File: config.mk
export PLATFORM = sky130hd
export DESIGN_NAME = mrpe_ctrl_flat
export DESIGN_NICKNAME = d
export VERILOG_FILES = /design/src/rtl/mrpe_pkg.sv /design/src/rtl/mrpe_cmd_if.sv /design/src/rtl/mrpe_run_if.sv /design/src/rtl/mrpe_ctrl.sv /design/src/flat_wrapper.sv
export SDC_FILE = /design/constraint.sdc
export NUM_CORES = 1
export LEC_CHECK = 0
export ABC_AREA = 1
export BUFFER_PORTS_ARGS = -buffer_cell sky130_fd_sc_hd__buf_4
export CORE_AREA = 2 2 116 118
export CTS_CLUSTER_SIZE = 14
export DETAILED_ROUTE_END_ITERATION = 12
export DIE_AREA = 0 0 118 120
export PLACE_DENSITY = 0.72
export REMOVE_ABC_BUFFERS = 1
export SLEW_MARGIN = 15
export SYNTH_ARGS = -nofsm -noshare
export SYNTH_HDL_FRONTEND = slang
export SYNTH_SLANG_ARGS = --single-unit
File: constraint.sdc
create_clock -name clk_i -period 2.8 [get_ports clk_i]
set_clock_uncertainty 0.1 [all_clocks]
set_input_delay 0.28 -clock clk_i [delete_from_list [all_inputs] [get_ports clk_i]]
set_output_delay 0.28 -clock clk_i [all_outputs]
set_load 0.05 [all_outputs]
File: src/rtl/mrpe_pkg.sv
// ----------------------------------------------------------------------------
// mrpe_pkg
// Shared types and constants of the memory region pool extractor.
// ----------------------------------------------------------------------------
package mrpe_pkg;

  localparam int unsigned MAP_AW = 16;  // widest map address
  localparam int unsigned ADDR_W = 17;  // address that can also hold the space size

  typedef enum logic [1:0] {
    CMD_PAINT = 2'd0,
    CMD_FETCH = 2'd1,
    CMD_CLEAR = 2'd2
  } cmd_e;

  // Region kinds as given on the command channel
  typedef enum logic [1:0] {
    KIND_RAM      = 2'd0,
    KIND_RESERVED = 2'd1,
    KIND_REGISTER = 2'd2
  } kind_e;

  // Map entry codes, ordered by restrictiveness
  typedef enum logic [1:0] {
    CODE_NONE     = 2'd0,
    CODE_RAM      = 2'd1,
    CODE_RESERVED = 2'd2,
    CODE_REGISTER = 2'd3
  } code_e;

  typedef enum logic [2:0] {
    ST_CLEAR,
    ST_IDLE,
    ST_PAINT,
    ST_SEEK,
    ST_RUN
  } state_e;

  typedef struct packed {
    logic [MAP_AW-1:0] rd_addr;
    logic              wr_en;
    logic [MAP_AW-1:0] wr_addr;
    code_e             wr_data;
  } map_req_t;

  // Kind to map code; the undefined kind saturates to register
  function automatic code_e kind_to_code(input logic [1:0] kind);
    code_e code;
    unique case (kind)
      KIND_RAM:      code = CODE_RAM;
      KIND_RESERVED: code = CODE_RESERVED;
      default:       code = CODE_REGISTER;
    endcase
    return code;
  endfunction

endpackage

File: src/rtl/mrpe_cmd_if.sv
// ----------------------------------------------------------------------------
// mrpe_cmd_if
// Command channel: paint, fetch and clear requests.
// ----------------------------------------------------------------------------
interface mrpe_cmd_if import mrpe_pkg::*; ();
  logic        valid;
  logic        ready;
  logic [1:0]  command;
  logic [15:0] region_begin;
  logic [16:0] region_end;
  logic [1:0]  region_kind;

  modport source (output valid, command, region_begin, region_end, region_kind,
                  input ready);
  modport sink (input valid, command, region_begin, region_end, region_kind,
                output ready);
endinterface

File: src/rtl/mrpe_run_if.sv
// ----------------------------------------------------------------------------
// mrpe_run_if
// Result channel: one RAM run or the done marker per fetch.
// ----------------------------------------------------------------------------
interface mrpe_run_if import mrpe_pkg::*; ();
  logic        valid;
  logic        ready;
  logic [15:0] run_begin;
  logic [16:0] run_end;
  logic        pool;
  logic        done_res;

  modport source (output valid, run_begin, run_end, pool, done_res, input ready);
  modport sink (input valid, run_begin, run_end, pool, done_res, output ready);
endinterface

File: src/rtl/mrpe_ctrl.sv
// ----------------------------------------------------------------------------
// mrpe_ctrl
// Sequencer: clear sweep, read-modify-write paint, run scan, result register.
// ----------------------------------------------------------------------------
module mrpe_ctrl import mrpe_pkg::*; #(
  parameter int unsigned ADDRESS_SPACE = 65536,
  parameter int unsigned ZERO_PAGE_END = 256
) (
  input  logic          clk_i,
  input  logic          rst_ni,
  mrpe_cmd_if.sink      cmd_i,
  mrpe_run_if.source    run_o,
  output map_req_t      map_req_o,
  input  code_e         map_rdata_i
);

  localparam logic [ADDR_W-1:0] SpaceLim = ADDR_W'(ADDRESS_SPACE);
  localparam logic [ADDR_W-1:0] ZpLim    = ADDR_W'(ZERO_PAGE_END);

  state_e             state_q, state_d;
  logic [ADDR_W-1:0]  addr_q, addr_d;
  logic [ADDR_W-1:0]  end_q, end_d;
  code_e              code_q, code_d;
  logic [ADDR_W-1:0]  cursor_q, cursor_d;
  logic [15:0]        begin_q, begin_d;
  logic               pool_q, pool_d;

  logic               out_valid_q, out_valid_d;
  logic [15:0]        out_begin_q, out_begin_d;
  logic [16:0]        out_end_q, out_end_d;
  logic               out_pool_q, out_pool_d;
  logic               out_done_q, out_done_d;

  logic               cmd_xfer;
  logic               slot_free;
  logic               is_ram;
  logic [ADDR_W-1:0]  end_sat;
  logic [ADDR_W-1:0]  run_limit;
  logic               seek_exhausted;
  logic               run_stop;

  assign cmd_i.ready = (state_q == ST_IDLE);
  assign cmd_xfer    = cmd_i.valid && cmd_i.ready;
  assign slot_free   = !out_valid_q || run_o.ready;
  assign is_ram      = (map_rdata_i == CODE_RAM);
  assign end_sat     = (cmd_i.region_end > SpaceLim) ? SpaceLim : cmd_i.region_end;
  assign run_limit   = pool_q ? SpaceLim : ZpLim;
  // map read data always belongs to addr_q while scanning
  assign seek_exhausted = (addr_q >= SpaceLim);
  assign run_stop       = (addr_q >= run_limit) || !is_ram;

  // Next state
  always_comb begin
    state_d = state_q;
    unique case (state_q)
      ST_CLEAR: begin
        if (addr_q >= SpaceLim - ADDR_W'(1)) state_d = ST_IDLE;
      end
      ST_IDLE: begin
        if (cmd_xfer) begin
          priority if (cmd_i.command == CMD_PAINT) state_d = ST_PAINT;
          else if (cmd_i.command == CMD_FETCH)     state_d = ST_SEEK;
          else if (cmd_i.command == CMD_CLEAR)     state_d = ST_CLEAR;
          else                                     state_d = ST_IDLE;
        end
      end
      ST_PAINT: begin
        if (addr_q >= end_q) state_d = ST_IDLE;
      end
      ST_SEEK: begin
        if (seek_exhausted) begin
          if (slot_free) state_d = ST_IDLE;
        end else if (is_ram) begin
          state_d = ST_RUN;
        end
      end
      ST_RUN: begin
        if (run_stop && slot_free) state_d = ST_IDLE;
      end
      default: state_d = ST_IDLE;
    endcase
  end

  // Datapath and map access
  always_comb begin
    addr_d      = addr_q;
    end_d       = end_q;
    code_d      = code_q;
    cursor_d    = cursor_q;
    begin_d     = begin_q;
    pool_d      = pool_q;
    out_valid_d = out_valid_q && !run_o.ready;
    out_begin_d = out_begin_q;
    out_end_d   = out_end_q;
    out_pool_d  = out_pool_q;
    out_done_d  = out_done_q;
    map_req_o.wr_en   = 1'b0;
    map_req_o.wr_addr = addr_q[MAP_AW-1:0];
    map_req_o.wr_data = CODE_NONE;

    unique case (state_q)
      ST_CLEAR: begin
        map_req_o.wr_en = 1'b1;
        addr_d          = addr_q + ADDR_W'(1);
        cursor_d        = '0;
      end
      ST_IDLE: begin
        if (cmd_xfer) begin
          priority if (cmd_i.command == CMD_PAINT) begin
            addr_d = {1'b0, cmd_i.region_begin};
            end_d  = end_sat;
            code_d = kind_to_code(cmd_i.region_kind);
          end else if (cmd_i.command == CMD_FETCH) begin
            addr_d = cursor_q;
          end else if (cmd_i.command == CMD_CLEAR) begin
            addr_d = '0;
          end else begin
            addr_d = addr_q;
          end
        end
      end
      ST_PAINT: begin
        if (addr_q < end_q) begin
          map_req_o.wr_en   = (map_rdata_i < code_q);
          map_req_o.wr_data = code_q;
          addr_d            = addr_q + ADDR_W'(1);
        end
      end
      ST_SEEK: begin
        if (seek_exhausted) begin
          if (slot_free) begin
            cursor_d    = SpaceLim;
            out_valid_d = 1'b1;
            out_begin_d = '0;
            out_end_d   = '0;
            out_pool_d  = 1'b0;
            out_done_d  = 1'b1;
          end
        end else begin
          if (is_ram) begin
            begin_d = addr_q[15:0];
            pool_d  = (addr_q >= ZpLim);
          end
          addr_d = addr_q + ADDR_W'(1);
        end
      end
      ST_RUN: begin
        if (run_stop) begin
          if (slot_free) begin
            cursor_d    = addr_q;
            out_valid_d = 1'b1;
            out_begin_d = begin_q;
            out_end_d   = addr_q;
            out_pool_d  = pool_q;
            out_done_d  = 1'b0;
          end
        end else begin
          addr_d = addr_q + ADDR_W'(1);
        end
      end
      default: ;
    endcase

    map_req_o.rd_addr = addr_d[MAP_AW-1:0];
  end

  always_ff @(posedge clk_i or negedge rst_ni) begin
    if (!rst_ni) begin
      state_q     <= ST_CLEAR;
      addr_q      <= '0;
      cursor_q    <= '0;
      out_valid_q <= 1'b0;
    end else begin
      state_q     <= state_d;
      addr_q      <= addr_d;
      cursor_q    <= cursor_d;
      out_valid_q <= out_valid_d;
    end
  end

  always_ff @(posedge clk_i) begin
    end_q       <= end_d;
    code_q      <= code_d;
    begin_q     <= begin_d;
    pool_q      <= pool_d;
    out_begin_q <= out_begin_d;
    out_end_q   <= out_end_d;
    out_pool_q  <= out_pool_d;
    out_done_q  <= out_done_d;
  end

  assign run_o.valid     = out_valid_q;
  assign run_o.run_begin = out_begin_q;
  assign run_o.run_end   = out_end_q;
  assign run_o.pool      = out_pool_q;
  assign run_o.done_res  = out_done_q;

endmodule

File: src/flat_wrapper.sv
// flat-port wrapper written by rule: the top's interface ports become plain ports
module mrpe_ctrl_flat import mrpe_pkg::*;
#(
  parameter int unsigned ADDRESS_SPACE = 65536,
  parameter int unsigned ZERO_PAGE_END = 256
)
  (clk_i, rst_ni, map_req_o, map_rdata_i, cmd_i_valid, cmd_i_command, cmd_i_region_begin, cmd_i_region_end, cmd_i_region_kind, cmd_i_ready, run_o_valid, run_o_run_begin, run_o_run_end, run_o_pool, run_o_done_res, run_o_ready);
  mrpe_cmd_if cmd_i_i ();
  mrpe_run_if run_o_i ();
  input  logic clk_i;
  input  logic rst_ni;
  output map_req_t map_req_o;
  input  code_e map_rdata_i;
  input wire logic [$bits(cmd_i_i.valid)-1:0] cmd_i_valid;
  input wire logic [$bits(cmd_i_i.command)-1:0] cmd_i_command;
  input wire logic [$bits(cmd_i_i.region_begin)-1:0] cmd_i_region_begin;
  input wire logic [$bits(cmd_i_i.region_end)-1:0] cmd_i_region_end;
  input wire logic [$bits(cmd_i_i.region_kind)-1:0] cmd_i_region_kind;
  output wire logic [$bits(cmd_i_i.ready)-1:0] cmd_i_ready;
  output wire logic [$bits(run_o_i.valid)-1:0] run_o_valid;
  output wire logic [$bits(run_o_i.run_begin)-1:0] run_o_run_begin;
  output wire logic [$bits(run_o_i.run_end)-1:0] run_o_run_end;
  output wire logic [$bits(run_o_i.pool)-1:0] run_o_pool;
  output wire logic [$bits(run_o_i.done_res)-1:0] run_o_done_res;
  input wire logic [$bits(run_o_i.ready)-1:0] run_o_ready;
  assign cmd_i_i.valid = cmd_i_valid;
  assign cmd_i_i.command = cmd_i_command;
  assign cmd_i_i.region_begin = cmd_i_region_begin;
  assign cmd_i_i.region_end = cmd_i_region_end;
  assign cmd_i_i.region_kind = cmd_i_region_kind;
  assign cmd_i_ready = cmd_i_i.ready;
  assign run_o_valid = run_o_i.valid;
  assign run_o_run_begin = run_o_i.run_begin;
  assign run_o_run_end = run_o_i.run_end;
  assign run_o_pool = run_o_i.pool;
  assign run_o_done_res = run_o_i.done_res;
  assign run_o_i.ready = run_o_ready;
  mrpe_ctrl #(.ADDRESS_SPACE(ADDRESS_SPACE), .ZERO_PAGE_END(ZERO_PAGE_END)) u_core (.clk_i(clk_i), .rst_ni(rst_ni), .cmd_i(cmd_i_i), .run_o(run_o_i), .map_req_o(map_req_o), .map_rdata_i(map_rdata_i));
endmodule
; ---- Yosys cells after proc, flatten, opt, wreduce, memory -nomap -nowiden
; Index checks and enable logic that the tools add are counted.
[word_totals]
ff_bits = 109
input_bits = 43
output_inout_bits = 72
[op_classes]
add_sub_neg = 1
n_lt_le_gt_ge = 8
n_eq_ne = 22
muxes = 51
n_bitwise = 1
reduce_logical = 20
[ops]
columns = operator, n
row1 = $mux 17, 14
row2 = $pmux 17 s5, 1
row3 = $mux 16, 4
row4 = $pmux 17 s3, 1
row5 = $ge 17x17->1, 2
row6 = $pmux 17 s2, 1
row7 = $pmux 16 s2, 1
row8 = $mux 3, 9
row9 = $add 17x1->17 const B, 1
row10 = $ge 17x16->1 const B, 1
row11 = $ge 17x17->1 const B, 1
row12 = $ge 17x9->1 const B, 1
row13 = $gt 17x17->1 const B, 1
row14 = $lt 17x17->1, 1
row15 = $ne 2x1->1 const B, 8
row16 = $pmux 3 s5, 1
row17 = $mux 1, 12
row18 = $reduce_and 6->1, 2
row19 = $reduce_and 5->1, 2
row20 = $pmux 1 s2, 4
row21 = $eq 2x1->1 const B, 3
row22 = $eq 3x2->1 const B, 2
row23 = $ne 2x2->1 const B, 3
row24 = $reduce_and 3->1, 2
row25 = 18 further kinds, 25

; ---- Depth between registers and ports, before layout
[logic_depth]
word_depth = 6
ltp_mapped = 16

; ---- Worst setup path before layout
; Ideal clock, no wire load.
[synth_timing]
path_type = register to output
start = reg u_core.addr_q[16]
end = out map_req_o[18] in the netlist's numbering
arrival_time_ns = 2.404
setup_slack_ns = 0.016
path_stages_with_launch = 9
n_path_buf = 0
path_cell_list = dfrtp_1 -> ha_1 -> nand2_1 -> inv_1 -> nand2_1 -> nand2_1 -> a21oi_1 -> nand3_1 -> o21ai_0
[synth_lines]
columns = item, line
row1 = from (decl), mrpe_ctrl.sv:21  ; logic [ADDR_W-1:0] addr_q, addr_d;
row2 = from (signal assigned), mrpe_ctrl.sv:175  ; addr_q <= addr_d;
row3 = to (decl), flat_wrapper.sv:12  ; output map_req_t map_req_o;

==> run summary <==
* 2.52 ns — data arrival at the endpoint of the critical path
* 109 — post-synthesis register bit count
* 115 — total I/O pin count
* 0.274 — combined global-route utilization of all metal layers
* 109 — CTS sink count
* 0.06 ns — clock-pin transition on the worst setup and hold timing paths
* clkbuf_16 — CTS Root Cell
* 0 — post-synthesis mux area share
* 0 — post-detailed-route DRC marker count
* 0.36 ns — clock latency at the later pin of the worst-skew pair
* 0.490 — starting utilization of the core area
* u_core.addr_q[0] — r2r startpoint
* 31.6% — synthesis-to-finish area growth
* 120 um — overall die height
* 0 — Max Slew Vio Count
* 11 — instance count on the critical path
* 7 — CP max FO
* met2 — Top Usage Layer GRT
* simple AND/OR/NAND/NOR gates — cell family contributing the most delay on the critical path
* 5570 — vias in the first global route
* 0.00825 — XOR/XNOR share of the synthesized area
* 13700 um — post-detail-place hpwl
* complete, but fails checks — outcome
* 118 um — width of the die
* 8.58 mW — Final Total Pwr
* 0.0893 ns — Hold WS
* -0.784 ns — aggregate negative setup slack
* nor2_4 — Most common cell on crit path
* 6 — iteration count of the initial detailed-routing pass
* 0.964 — GPL Wtd Cong
* 42 — count of standard-cell rows
* edfxtp_1 — primary flip-flop cell chosen by synthesis mapping
* -0.0961 ns — worst path setup slack after routing
* 0.491 — remaining max-slew budget at the tightest pin
* 13000 um^2 — CORE AREA
* 14200 um^2 — die area
* 0 — post-route ant nets
* u_core.addr_q[16] — origin of the worst setup path
* 467 — number of violations reported at the end of detailed-routing iteration 0
* 0.335 — proportion of netlist area held by the largest area contributor
* flip-flop — launching element type of the critical path
* 0.587 mV — worst IR drop on VDD
* 1.03 — Final period util
* 0 — final hold violations
* 0.32 ns — setup slack of the most critical reg-to-reg path
* dfrtp_1 — crit path max-delay cell type
* 0 — number of antenna violations at the first check in global routing
* 0.645 — Util after Layout
* 19200 um — wire length reported by the detailed router
* 0.108 — synthesized-area fraction occupied by ao, oa, aoi and oai cells
* reg2out — start-to-end type of the worst setup path
* 2.90 ns — Min Clock Period, post-route
* 8.71 um^2 — syn_area_per_cell
* 2 — maximum buffer depth of the clock tree
* 0.461 — met2 Resource Use GR
* 2.42 ns — required time of the worst setup path
* 114 — port buffer count
* 0 — total global routing overflow
* 5.46 — mean number of vias per cell
* 5709 — via total after detailed routing
* 18.4 um — Avg WL per Cell
* 0.350 — met1 layer usage reported by global route
* true — RSZ-0062 raised after global routing
* 3 — number of levels the H-tree was split into
* 0.764 ns — Worst Tran Pin Value
* 2 — worst path bufs/invs
* edfxtp_1 33%, dfrtp_1 15%, nand2_1 8.1% — top post-synthesis cells by area
* 9 — CTS Buf Count
* u_core.state_q[1] — endpoint of the worst-slack reg-to-reg timing path
* 0 — reported max-cap violation count
* 0.0399 — global routing usage on met3
* 0 — Yosys warning count
* 0.349 — async set or reset register ratio after synthesis
* 8380 um^2 — post-route cell area
* 1020 nW/um^2 — PD cells
* 15 — cell count of the worst reg-to-reg path
* primary output — critical path capture point type
* 0 — count of antenna diodes in the layout
* 731 — instance count of the mapped netlist
* 7360 um^2 — area of placed instances
* 0.42 ns — longest individual stage delay on the worst path
* 0.484 — fraction of the yosys area taken by sequential cells
* 43 — library cells used by synthesis
* 933 — Nets
* 29600 um — wire length of the first global-routing pass
* 0.231 — simple-gate area share of the yosys netlist
* 39 — pin count of the biggest net entering global routing
* 13 — final setup fails
* 71 — number of synthesized flops with an enable pin
* ha_4 -> nand2_4 -> nor2_4 -> inv_2 -> nor2_4 -> nand3b_1 -> nand4_4 -> nand3_4 -> nand2_1 -> nand4_1 -> buf_6 — chain of cells forming the critical path
* 0.0511 — adder and majority gate portion of the synthesized area
* in2reg — Hold WC Path Type
* 0.330 — share of cells above drive strength 1
* negative setup slack — failing checks
* edfxtp_1 — cell accounting for the most synthesized area
* 3.91 nW — Leak
* simple AND/OR/NAND/NOR gates — dominant combinational cell family by area after synthesis
* 6370 um^2 — cell area after technology mapping
* built — clock tree from TritonCTS
* map_req_o[25] — critical path endpoint
* 1077 — fill cell total of the finished layout
* 0.345 GHz — achievable clock frequency
-- cells in the mapped netlist, types with 3 or more instances --
cell type,instances
nand2_1,137
inv_1,93
nor2_1,77
edfxtp_1,71
dfrtp_1,38
nand3_1,38
o21ai_0,36
buf_4,33
a21oi_1,27
ha_1,26
nor3_1,18
a21boi_0,16
nand4_1,15
o22ai_1,14
buf_2,12
clkbuf_1,8
inv_2,8
nand2_2,6
nor4_1,6
o21ai_1,6
xor2_1,5
nor2_2,4
nor2_4,4
o211ai_1,3
o21ai_2,3
o221ai_1,3
or2_2,3
-- cells in the final DEF, fill, tap and decap left out, drive strengths merged, types with 17 or more instances in the layout --
cell	Yosys	layout
buf	47	176
nand2	144	144
inv	101	101
nor2	87	87
edfxtp	71	71
o21ai	45	45
nand3	39	39
dfrtp	38	38
a21oi	28	28
ha	26	26
nor3	20	20
nand4	17	17
-- cell type report --
class | count | area, um^2 | share of cell area
sequential | 109 | 3090 | 0.369
multi-input combinational | 465 | 2900 | 0.347
timing repair buffer | 177 | 1450 | 0.173
inverter | 102 | 383 | 0.0457
clock buffer | 12 | 236 | 0.0282
tap | 176 | 220 | 0.0263
clock inverter | 4 | 97.6 | 0.0117
-- worst min path at each step --
stage / from / to / slack (ns) / depth (start not counted)
final: cmd_i_region_kind[1] / u_core.code_q[0] / 0.09 / 3
after global routing: cmd_i_region_kind[0] / u_core.code_q[1] / 0.09 / 2
after CTS: cmd_i_region_kind[0] / u_core.code_q[1] / 0.08 / 2
after detailed placement: rst_ni / u_core.run_o.valid / 0.21 / 1
after global placement: rst_ni / u_core.cursor_q[16] / 0.21 / 1
after floorplan: rst_ni / u_core.addr_q[0] / -0.12 / 0
-- sequential cells by signal (all words and copies together), names as in the netlist --
register                cells
u_core.run_o.run_begin     16
u_core.begin_q             16
u_core.run_o.valid          1
u_core.pool_q               1
u_core.cursor_q            17
u_core.end_q               17
u_core.run_o.done_res       1
u_core.state_q              3
u_core.code_q               2
u_core.addr_q              17
u_core.run_o.run_end       17
u_core.run_o.pool           1
-- routing by layer --
metal | vias to the layer above | part of all wire
li1 | 2687 | -
met1 | 2707 | 0.42
met2 | 266 | 0.48
met3 | 49 | 0.063
met4 | 0 | 0.038
met5 | - | 0
-- cell families (layout without fill, tap and decap cells) --
| logic type | Yosys count | after routing |
|---|---|---|
| buf+inv | 157 | 295 |
| fa+ha+maj | 26 | 26 |
| compound gates | 115 | 115 |
| flops | 109 | 109 |
| simple gates | 318 | 318 |
| xor+xnor | 6 | 6 |
-- stage by stage --
| stage | setup slack, ns | std cells |
|---|---|---|
| floorplan | -0.356 | 676 |
| CTS | -0.00657 | 1033 |
| detailed placement | 0.0472 | 1000 |
| global placement | 0.0930 | 1000 |
| finish | -0.0961 | 1045 |
| global route | -0.191 | 1045 |
-- power by group --
part | internal, mW | switching (mW)
Sequential | 2.01 | 0.190
Clock | 0.876 | 0.566
Combinational | 1.67 | 3.27
Total | 4.55 | 4.03
-- worst register-to-register path, delay by kind of cell (launching register included) --
kind / cells / cell delay, ns
AOI/OAI and AO/OA: 2 / 0.11
and+or+nand+nor: 11 / 1.30
adders and majority gates: 2 / 0.41
DFF: 1 / 0.46
-- timing repair --
| action | CTS | global route |
|---|---|---|
| hold buffers | 1 | 0 |
| setup buffers | 17 | 12 |
| pin swaps | 25 | 33 |
| resized for setup | 54 | 51 |
| hold endpoints to repair | 38 | 0 |
| setup endpoints to repair | 16 | 18 |
(Power assumes the default switching activity.)
